`src/hdl/assert_macros.svh`:
```
`ifndef ASSERT_MACROS_SVH
`define ASSERT_MACROS_SVH

// Check a property at every rising clk edge outside reset.
`define SAC_ASSERT(lbl, prop, msg) \
  lbl: assert property (@(posedge clk) disable iff (!rst_n) prop) else $error(msg);

// Check that a condition in one cycle brings an expression true in the next.
`define SAC_ASSERT_NEXT(lbl, cond, expr, msg) \
  lbl: assert property (@(posedge clk) disable iff (!rst_n) cond |=> expr) else $error(msg);

`endif

```
`src/hdl/sac_pkg.sv`:
```
package sac_pkg;

  localparam int ADDR_BITS      = 16;
  localparam int DEF_WAYS       = 8;
  localparam int DEF_SETS       = 64;
  localparam int DEF_LINE_BYTES = 64;
  localparam int STAMP_W        = 64;
  localparam int TALLY_W        = 64;

  localparam logic       OP_WRITE      = 1'b1;
  localparam logic [1:0] STAT_OK       = 2'd0;
  localparam logic [1:0] STAT_BAD_SIZE = 2'd1;
  localparam logic [1:0] STAT_PAST_END = 2'd2;

  localparam logic [2:0] SIZE_BYTE = 3'd1;
  localparam logic [2:0] SIZE_HALF = 3'd2;
  localparam logic [2:0] SIZE_WORD = 3'd4;

  typedef struct packed {
    logic                 op;
    logic [ADDR_BITS-1:0] address;
    logic [2:0]           size_bytes;
    logic [31:0]          write_data;
  } sac_req_t;

  typedef struct packed {
    logic [31:0]        read_data;
    logic [1:0]         status;
    logic [1:0]         access_hits;
    logic [1:0]         access_misses;
    logic [1:0]         access_writebacks;
    logic [TALLY_W-1:0] total_hits;
    logic [TALLY_W-1:0] total_misses;
    logic [TALLY_W-1:0] total_dirty_misses;
  } sac_rsp_t;

endpackage

```
`src/hdl/sac_ram.sv`:
```
module sac_ram
  import sac_pkg::*;
#(
  parameter int W     = 8,
  parameter int DEPTH = 16,
  parameter int AW    = 4
) (
  input  logic          clk,
  input  logic          we,
  input  logic [AW-1:0] waddr,
  input  logic [W-1:0]  wdata,
  input  logic [AW-1:0] raddr,
  output logic [W-1:0]  rdata
);

  logic [W-1:0] mem_r [DEPTH];
  logic [W-1:0] rdata_r;

  // Read-first: a read of the address being written returns the old word.
  always_ff @(posedge clk) begin
    if (we) begin
      mem_r[waddr] <= wdata;
    end
    rdata_r <= mem_r[raddr];
  end

  assign rdata = rdata_r;

endmodule

```
`config.mk`:
```
export PLATFORM = sky130hd
export DESIGN_NAME = sac_ram
export DESIGN_NICKNAME = d
export VERILOG_FILES = /design/src/hdl/assert_macros.svh /design/src/hdl/sac_pkg.sv /design/src/hdl/sac_ram.sv
export SDC_FILE = /design/constraint.sdc
export NUM_CORES = 1
export LEC_CHECK = 0
export BUFFER_PORTS_ARGS = -buffer_cell sky130_fd_sc_hd__buf_2
export CORE_UTILIZATION = 45
export CTS_CLUSTER_SIZE = 24
export DETAILED_ROUTE_END_ITERATION = 10
export PLACE_DENSITY = 0.65
export SLEW_MARGIN = 15
export SYNTH_ARGS = -nofsm -noshare
export SYNTH_HDL_FRONTEND = slang
export SYNTH_SLANG_ARGS = --single-unit
```
`constraint.sdc`:
```
create_clock -name clk -period 1.7 [get_ports clk]
set_input_delay 0.34 -clock clk [delete_from_list [all_inputs] [get_ports clk]]
set_output_delay 0.34 -clock clk [all_outputs]
set_load 0.01 [all_outputs]
```
# --- Word level (Yosys, flattened, before mapping) ---
# Memories as Yosys holds them, arrays and structs flattened. A register that Yosys moved wholly into a read port is not among the register bits.
# Index checks and enable logic that the tools add are counted.
word_totals:
  reg_bits: 0
  ramBits: 128
  inputBits: 18
  out_inout_bits: 8
  word_cells: 3
  memories: 1
mem_list:
  columns: ["name", "depth", "width", "rd", "rd_clocked_by_memory_dff", "wr", "line", "text"]
  rows:
  - ["mem_r", 16, 8, 1, 1, 1, "sac_ram.sv:16", "logic [W-1:0] mem_r [DEPTH];"]
op_classes:
  muxes: 2
op_table:
  columns: ["op", "n"]
  rows:
  - ["$mux 1", 2]

# --- Depth between registers and ports, before layout ---
# Gate-level depths: netlist of run 1.
depth:
  ltp_word: 2
  ltp_mapped: 5
  ltp_nobuf: 3

# --- Worst setup path before layout of run 1 ---
# No wires, ideal clock.
synth_timing:
  path_type: "input port to flip-flop"
  startpoint: "in waddr[2]"
  endpoint: "mem mem_r[0][0] (enable)"
  setup_time_ns: 0.383
  arrival_time_ns: 1.450
  required_time_ns: 1.317
  path_slack_ns: -0.133
  cell_stages: 2
  path_buffers: 0
  cell_sequence: "or3b_2 > nor3_1"
synth_rtl:
  columns: ["item", "line", "text"]
  rows:
  - ["start: declaration", "sac_ram.sv:10", "input logic [AW-1:0] waddr,"]
  - ["end: declaration", "sac_ram.sv:16", null]
# No word-level cell before the write port.

==> results of run 1 <==
==> final cells by class <==
type / count / area [um^2]
fillers: 785 / 4760
flip-flops and latches: 136 / 4000
multi-input cells: 83 / 1060
clock buffers: 17 / 425
repair buffers: 50 / 350
clock inverters: 14 / 206
well taps: 140 / 175
diodes: 1 / 2.50
==> cell usage after synthesis (all sizes together) <==
cell | number | area (um^2)
nor3 | 4 | 20.0
nor2 | 13 | 48.8
edfxtp | 128 | 3840
nand3b | 2 | 15.0
nand2b | 2 | 12.5
buf | 7 | 56.3
and2 | 1 | 6.26
nor2b | 1 | 6.26
mux4 | 32 | 773
clkdlybuf4s25 | 3 | 30.0
nand2 | 9 | 33.8
or3b | 1 | 8.76
nand3 | 1 | 5.00
and2b | 1 | 7.51
a22oi | 16 | 120
dfxtp | 8 | 160
==> kinds of logic (layout without fill, tap and decap cells) <==
group / Yosys count / in the layout
DFF: 136 / 136
and+or+nand+nor: 35 / 35
muxes: 32 / 32
AOI/OAI and AO/OA: 16 / 16
buffers and inverters: 10 / 81
other: 0 / 1
==> final timing paths <==
path | startpoint | endpoint | slack (ns) | cells past startpoint
setup / recovery | raddr[0] | rdata[5] | 0.30 | 6
setup reg to reg | mem_r[1][5] | rdata[5] | 0.33 | 3
hold / removal | wdata[0] | mem_r[14][0] | 0.30 | 1
hold reg to reg | mem_r[11][3] | rdata[3] | 0.68 | 3
==> sequential cells by signal (all words and copies together), names as in the netlist <==
name,flops
mem_r,128
rdata,8
==> power groups by stage <==
| stage | Sequential (W) | Combinational (W) | Clock (W) |
|---|---|---|---|
| floorplan | 0.00384 | 0.000191 | 0 |
| global placement | 0.00384 | 0.000362 | 0 |
| detailed placement | 0.00384 | 0.000364 | 0 |
| CTS | 0.00377 | 0.000366 | 0.00393 |
| global route | 0.00378 | 0.000392 | 0.00407 |
| finish | 0.00377 | 0.000360 | 0.00390 |
==> cell usage in the layout (no fill, tap or decap), types with 4 or more instances in the layout <==
cell,netlist,final
sky130_fd_sc_hd__mux4_1,14,14
sky130_fd_sc_hd__buf_2,3,25
sky130_fd_sc_hd__a22oi_1,16,16
sky130_fd_sc_hd__bufinv_16,0,5
sky130_fd_sc_hd__clkinvlp_4,0,4
sky130_fd_sc_hd__clkbuf_16,0,17
sky130_fd_sc_hd__edfxtp_1,128,128
sky130_fd_sc_hd__nand2_1,9,9
sky130_fd_sc_hd__buf_4,1,22
sky130_fd_sc_hd__dfxtp_1,8,8
sky130_fd_sc_hd__nor2_1,13,13
sky130_fd_sc_hd__mux4_2,18,18
==> through the flow <==
stage / cell area [um^2] / setup WS (ns) / std cells / util, % / setup TNS, ns
after floorplan: 5150 / 0.0939 / 229 / - / 0
after global placement: 5590 / -0.115 / 409 / 50.9 / -0.335
after detailed placement: 5590 / -0.105 / 409 / 50.9 / -0.376
after CTS: 6220 / 0.302 / 440 / 56.7 / 0
after global routing: 6220 / 0.274 / 440 / 56.7 / 0
final: 6230 / 0.298 / 441 / 56.7 / 0
==> per-layer routing <==
metal	vias to the layer above	wire (um)	GRT usage (%)
met5	-	0	0
met2	96	4610	27.6
met3	15	639	6.16
li1	1095	-	-
met4	0	231	9.17
met1	1270	4100	23.9
==> run_summary.xml, run 1 <==
<?xml version="1.0" encoding="UTF-8"?>
<metrics>
  <group name="detailed_routing">
    <metric name="drt_pre_antenna_iters" unit="">5</metric>
    <metric name="antenna_violating_nets_post_route" unit="">0</metric>
    <metric name="post-route-drc-count" unit="">0</metric>
    <metric name="vias_per_cell" unit="">5.61</metric>
    <metric name="detailroute.via_count" unit="">2476</metric>
    <metric name="avgRoutedWirePerCell" unit="um">21.7</metric>
    <metric name="wirelength" unit="um">9580</metric>
    <metric name="count_of_routing_violations_after_the_opening_detailed_route_iteration" unit="">216</metric>
  </group>
  <group name="power_and_ir_drop">
    <metric name="comb_power_share" unit="%">4.5</metric>
    <metric name="switching_share" unit="%">19.2</metric>
    <metric name="power.clock.fraction" unit="%">48.5</metric>
    <metric name="net-switching-power" unit="W">0.00154</metric>
    <metric name="power_density" unit="nW/um^2">1290</metric>
    <metric name="ir_worst_vdd" unit="uV">686</metric>
    <metric name="total_power" unit="W">0.00803</metric>
    <metric name="total_leakage_power" unit="nW">2.13</metric>
    <metric name="sequentialPowerShare" unit="%">47.0</metric>
    <metric name="p_int" unit="W">0.00649</metric>
  </group>
  <group name="critical_path">
    <metric name="critPathBufInv" unit="">3</metric>
    <metric name="critical_path_required_time" unit="ns">2.00</metric>
    <metric name="timing.setup.critical_path_class" unit="">input port to flop</metric>
    <metric name="cpLargestDelayFamily" unit="">multiplexers</metric>
    <metric name="crit_path_cell_trace" unit="">buf_2 -&gt; buf_12 -&gt; buf_4 -&gt; mux4_1 -&gt; a22oi_1 -&gt; nand2_1</metric>
    <metric name="cp-end-kind" unit="">flop</metric>
    <metric name="critical_path.slowest_cell" unit="">sky130_fd_sc_hd__mux4_1</metric>
    <metric name="critical-path-max-stage-delay" unit="ns">0.53</metric>
    <metric name="worst-path-max-fanout" unit="">16</metric>
    <metric name="startpoint_type" unit="">input port</metric>
    <metric name="wp_data_arrival" unit="ns">1.70</metric>
  </group>
  <group name="final_layout">
    <metric name="area_growth" unit="%">21.0</metric>
    <metric name="nNetsFinal" unit="">306</metric>
    <metric name="drive_gt1_share" unit="%">33.0</metric>
  </group>
  <group name="cts">
    <metric name="clock_tree_from_tritoncts" unit="">yes</metric>
    <metric name="clock_tree_root" unit="">sky130_fd_sc_hd__clkbuf_16</metric>
    <metric name="postCtsSetupBuffers" unit="">0</metric>
    <metric name="cts-resized-gates" unit="">0</metric>
    <metric name="cts.htree.levels" unit="">4</metric>
    <metric name="max-clock-path-buffers" unit="">2</metric>
    <metric name="cts.clk_slew.worst_paths" unit="ns">0.06</metric>
    <metric name="cts_hold_buf" unit="">0</metric>
    <metric name="clock-sinks" unit="">136</metric>
    <metric name="clk-insertion-delay-late" unit="ns">0.42</metric>
    <metric name="cts-buffers-inserted" unit="">17</metric>
  </group>
  <group name="synthesis">
    <metric name="yosys_warnings" unit="">0</metric>
    <metric name="share_of_synthesized_area_occupied_by_flip_flops_and_latches" unit="%">77.8</metric>
    <metric name="netlist_area" unit="um^2">5150</metric>
    <metric name="synth.net_count" unit="">247</metric>
    <metric name="synth_compound_gate_area_share" unit="%">2.33</metric>
    <metric name="yosys.area_share.adder" unit="%">0</metric>
    <metric name="synth_top_family_by_area" unit="">multiplexers</metric>
    <metric name="post_synth_xor_area_fraction" unit="%">0</metric>
    <metric name="ys_seq_elements" unit="">136</metric>
    <metric name="synth_simple_gate_area_share" unit="%">3.18</metric>
    <metric name="post_synth_mux_area_share" unit="%">15.0</metric>
    <metric name="avgSynthCellArea" unit="um^2">22.5</metric>
    <metric name="synthCells" unit="">229</metric>
    <metric name="synth.distinct_cells" unit="">19</metric>
  </group>
  <group name="outcome">
    <metric name="result_of_the_run" unit="">finished, final reports clean</metric>
  </group>
  <group name="sta">
    <metric name="fmax" unit="MHz">713</metric>
    <metric name="finalSetupViolations" unit="">0</metric>
    <metric name="hold_viol_final" unit="">0</metric>
    <metric name="fin_skew" unit="ns">0.00617</metric>
    <metric name="layout_min_cycle_time" unit="ns">1.40</metric>
    <metric name="hold_ws" unit="ns">0.302</metric>
    <metric name="worst-slew-pin-transition" unit="ns">0.751</metric>
    <metric name="relSlewSlack" unit="%">49.7</metric>
    <metric name="unrepaired_setup_endpoints_after_global_routing" unit="">no</metric>
    <metric name="finalCritPeriodShare" unit="%">82.5</metric>
    <metric name="maxSlewViolCount" unit="">0</metric>
  </group>
  <group name="floorplan">
    <metric name="pin_count" unit="">26</metric>
    <metric name="row_count" unit="">38</metric>
    <metric name="fp.dieArea" unit="um^2">11900</metric>
    <metric name="design.core.area" unit="um^2">11000</metric>
    <metric name="fp.dieH" unit="um">109</metric>
    <metric name="die-width" unit="um">109</metric>
    <metric name="initial_utilization" unit="%">46.9</metric>
  </group>
  <group name="global_route">
    <metric name="grt_usage" unit="%">18.4</metric>
    <metric name="grt_overflow" unit="">0</metric>
    <metric name="grt_max_degree" unit="">33</metric>
    <metric name="grt_pass1_wl" unit="um">14500</metric>
    <metric name="antenna_found_initial" unit="">1</metric>
    <metric name="grt_pass1_vias" unit="">2442</metric>
  </group>
  <group name="placed_design">
    <metric name="numPortBuffers" unit="">25</metric>
    <metric name="hpwl" unit="um">5810</metric>
    <metric name="gp_routability_congestion" unit="">0.729</metric>
  </group>
  <group name="min_path">
    <metric name="timing.hold.worst.class" unit="">input port to flop</metric>
  </group>
  <group name="flow_run">
    <metric name="count_of_maximum_capacitance_violations" unit="">0</metric>
  </group>
</metrics>
(Power assumes the default switching activity.)
==> run 2, diff against run 1 <==
--- a/config.mk
+++ b/config.mk
@@ -9,7 +9,7 @@
 export CORE_UTILIZATION = 45
 export CTS_CLUSTER_SIZE = 24
 export DETAILED_ROUTE_END_ITERATION = 10
-export PLACE_DENSITY = 0.65
+export PLACE_DENSITY = 0.63
 export SLEW_MARGIN = 15
 export SYNTH_ARGS = -nofsm -noshare
 export SYNTH_HDL_FRONTEND = slang
==> constraint.sdc (replaced) <==
create_clock -name clk -period 1.4 [get_ports clk]
set_input_delay 0.28 -clock clk [delete_from_list [all_inputs] [get_ports clk]]
set_output_delay 0.28 -clock clk [all_outputs]
set_load 0.01 [all_outputs]
==> run_summary.xml, run 2 (synthesized netlist as in run 1, its figures left out) <==
<?xml version="1.0" encoding="UTF-8"?>
<metrics>
  <group name="sta">
    <metric name="worst-slew-pin-transition" unit="ns">0.794</metric>
    <metric name="setup_slack" unit="ns">0.0861</metric>
    <metric name="layout_min_cycle_time" unit="ns">1.31</metric>
    <metric name="relSlewSlack" unit="%">46.8</metric>
    <metric name="maxSlewViolCount" unit="">0</metric>
    <metric name="fin_skew" unit="ns">0.0110</metric>
    <metric name="fmax" unit="MHz">761</metric>
    <metric name="unrepaired_setup_endpoints_after_global_routing" unit="">no</metric>
    <metric name="finalSetupViolations" unit="">0</metric>
    <metric name="hold_viol_final" unit="">0</metric>
    <metric name="finalCritPeriodShare" unit="%">93.8</metric>
  </group>
  <group name="detailed_routing">
    <metric name="vias_per_cell" unit="">5.45</metric>
    <metric name="count_of_routing_violations_after_the_opening_detailed_route_iteration" unit="">158</metric>
    <metric name="detailroute.via_count" unit="">2414</metric>
    <metric name="post-route-drc-count" unit="">0</metric>
    <metric name="antenna_violating_nets_post_route" unit="">0</metric>
    <metric name="wirelength" unit="um">9200</metric>
    <metric name="avgRoutedWirePerCell" unit="um">20.8</metric>
    <metric name="drt_pre_antenna_iters" unit="">4</metric>
  </group>
  <group name="floorplan">
    <metric name="row_count" unit="">38</metric>
    <metric name="initial_utilization" unit="%">46.9</metric>
    <metric name="fp.dieArea" unit="um^2">11900</metric>
    <metric name="die-width" unit="um">109</metric>
    <metric name="pin_count" unit="">26</metric>
    <metric name="fp.dieH" unit="um">109</metric>
    <metric name="design.core.area" unit="um^2">11000</metric>
  </group>
  <group name="global_route">
    <metric name="grt_usage" unit="%">17.4</metric>
    <metric name="antenna_found_initial" unit="">1</metric>
    <metric name="grt_pass1_wl" unit="um">14200</metric>
    <metric name="grt_overflow" unit="">0</metric>
    <metric name="grt_pass1_vias" unit="">2485</metric>
    <metric name="grt_max_degree" unit="">19</metric>
  </group>
  <group name="cts">
    <metric name="max-clock-path-buffers" unit="">2</metric>
    <metric name="clock-sinks" unit="">136</metric>
    <metric name="clk-insertion-delay-late" unit="ns">0.40</metric>
    <metric name="cts-buffers-inserted" unit="">17</metric>
    <metric name="cts.clk_slew.worst_paths" unit="ns">0.06</metric>
    <metric name="clock_tree_root" unit="">sky130_fd_sc_hd__clkbuf_16</metric>
    <metric name="clock_tree_from_tritoncts" unit="">yes</metric>
    <metric name="cts.htree.levels" unit="">4</metric>
  </group>
  <group name="final_layout">
    <metric name="final_cell_mix" unit="">128 x sky130_fd_sc_hd__edfxtp_1, 25 x sky130_fd_sc_hd__buf_2, 20 x sky130_fd_sc_hd__buf_4</metric>
    <metric name="largest_reg_flops" unit="">128</metric>
    <metric name="final_common_cell" unit="">sky130_fd_sc_hd__edfxtp_1</metric>
    <metric name="nNetsFinal" unit="">308</metric>
    <metric name="drive_gt1_share" unit="%">35.8</metric>
    <metric name="final_cell_area" unit="um^2">6280</metric>
    <metric name="area_growth" unit="%">22.0</metric>
    <metric name="largest_register_by_flop_count" unit="">mem_r</metric>
  </group>
  <group name="flow_run">
    <metric name="count_of_maximum_capacitance_violations" unit="">0</metric>
  </group>
  <group name="placed_design">
    <metric name="post_dp_cell_area" unit="um^2">5680</metric>
    <metric name="hpwl" unit="um">6000</metric>
    <metric name="numPortBuffers" unit="">25</metric>
    <metric name="pre_cts_setup_slack" unit="ns">-0.382</metric>
    <metric name="gp_routability_congestion" unit="">0.696</metric>
  </group>
  <group name="critical_path">
    <metric name="cpLargestDelayFamily" unit="">multiplexers</metric>
    <metric name="critical-path-max-stage-delay" unit="ns">0.51</metric>
    <metric name="critical_path.slowest_cell" unit="">sky130_fd_sc_hd__mux4_1</metric>
    <metric name="critical_path_required_time" unit="ns">1.68</metric>
    <metric name="worst-path-max-fanout" unit="">1</metric>
    <metric name="critPathBufInv" unit="">0</metric>
    <metric name="timing.setup.critical_path_class" unit="">flop to flop</metric>
    <metric name="cp-end-kind" unit="">flop</metric>
    <metric name="crit_path_cell_trace" unit="">mux4_1 -&gt; a22oi_2 -&gt; nand2_1</metric>
    <metric name="startpoint_type" unit="">flop</metric>
    <metric name="wp_data_arrival" unit="ns">1.59</metric>
  </group>
  <group name="outcome">
    <metric name="result_of_the_run" unit="">finished, final reports clean</metric>
  </group>
  <group name="power_and_ir_drop">
    <metric name="ir_worst_vdd" unit="uV">981</metric>
    <metric name="total_power" unit="W">0.00935</metric>
    <metric name="power_density" unit="nW/um^2">1490</metric>
    <metric name="total_leakage_power" unit="nW">2.15</metric>
  </group>
  <group name="min_path">
    <metric name="timing.hold.worst.class" unit="">input port to flop</metric>
  </group>
</metrics>
==> run 2: worst register-to-register path, delay by kind of cell (launching register included) <==
kind | cells | cell delay (ns)
mux | 1 | 0.51
compound gates | 1 | 0.23
flops | 1 | 0.36
simple gates | 1 | 0.09
==> run 2: through the flow <==
step                TNS (ns)  utilization, %  instances  hold WS [ns]
detailed placement     -3.82            51.7        411         0.667
global placement       -3.57            51.7        411         0.653
CTS                        0            57.1        442         0.251
global route               0            57.2        442         0.261
finish                     0            57.2        443         0.263
floorplan            -0.0929               -        229         0.379
==> run 2: layer usage <==
metal	GRT usage, %	part of all wire, %	wire length, um	up-vias
met5	0	0	0	-
met4	6.95	0.92	85	0
met3	4.54	4.9	455	7
met2	27.4	51	4680	60
met1	23.3	43	3980	1249
li1	-	-	-	1098
==> run 2: final timing paths <==
check	start	end	slack [ns]	cells after the start
max	mem_r[2][0]	rdata[0]	0.09	3
min	wdata[5]	mem_r[0][5]	0.26	1
max reg2reg	mem_r[2][0]	rdata[0]	0.09	3
min reg2reg	mem_r[8][5]	rdata[5]	0.68	3
==> run 2: cell type report <==
type,count,area [um^2]
repair buffers,52,415
well taps,140,175
clock inverters,14,159
flip-flops and latches,136,4000
diodes,1,2.50
fillers,782,4700
clock buffers,17,425
multi-input cells,83,1100
==> run 2: repair_timing <==
| action | 4_1_cts | 5_1_grt |
|---|---|---|
| buffers inserted | 0 | 0 |
| gates resized for setup | 0 | 2 |
| setup endpoints to repair | 0 | 2 |
| hold buffers | 0 | 0 |
==> run 2: where the power goes <==
group / leakage, nW / switching [W] / internal (W)
combinational: 0.643 / 0.000251 / 0.000209
sequential: 1.22 / 0.0000280 / 0.00455
clock: 0.283 / 0.00154 / 0.00277
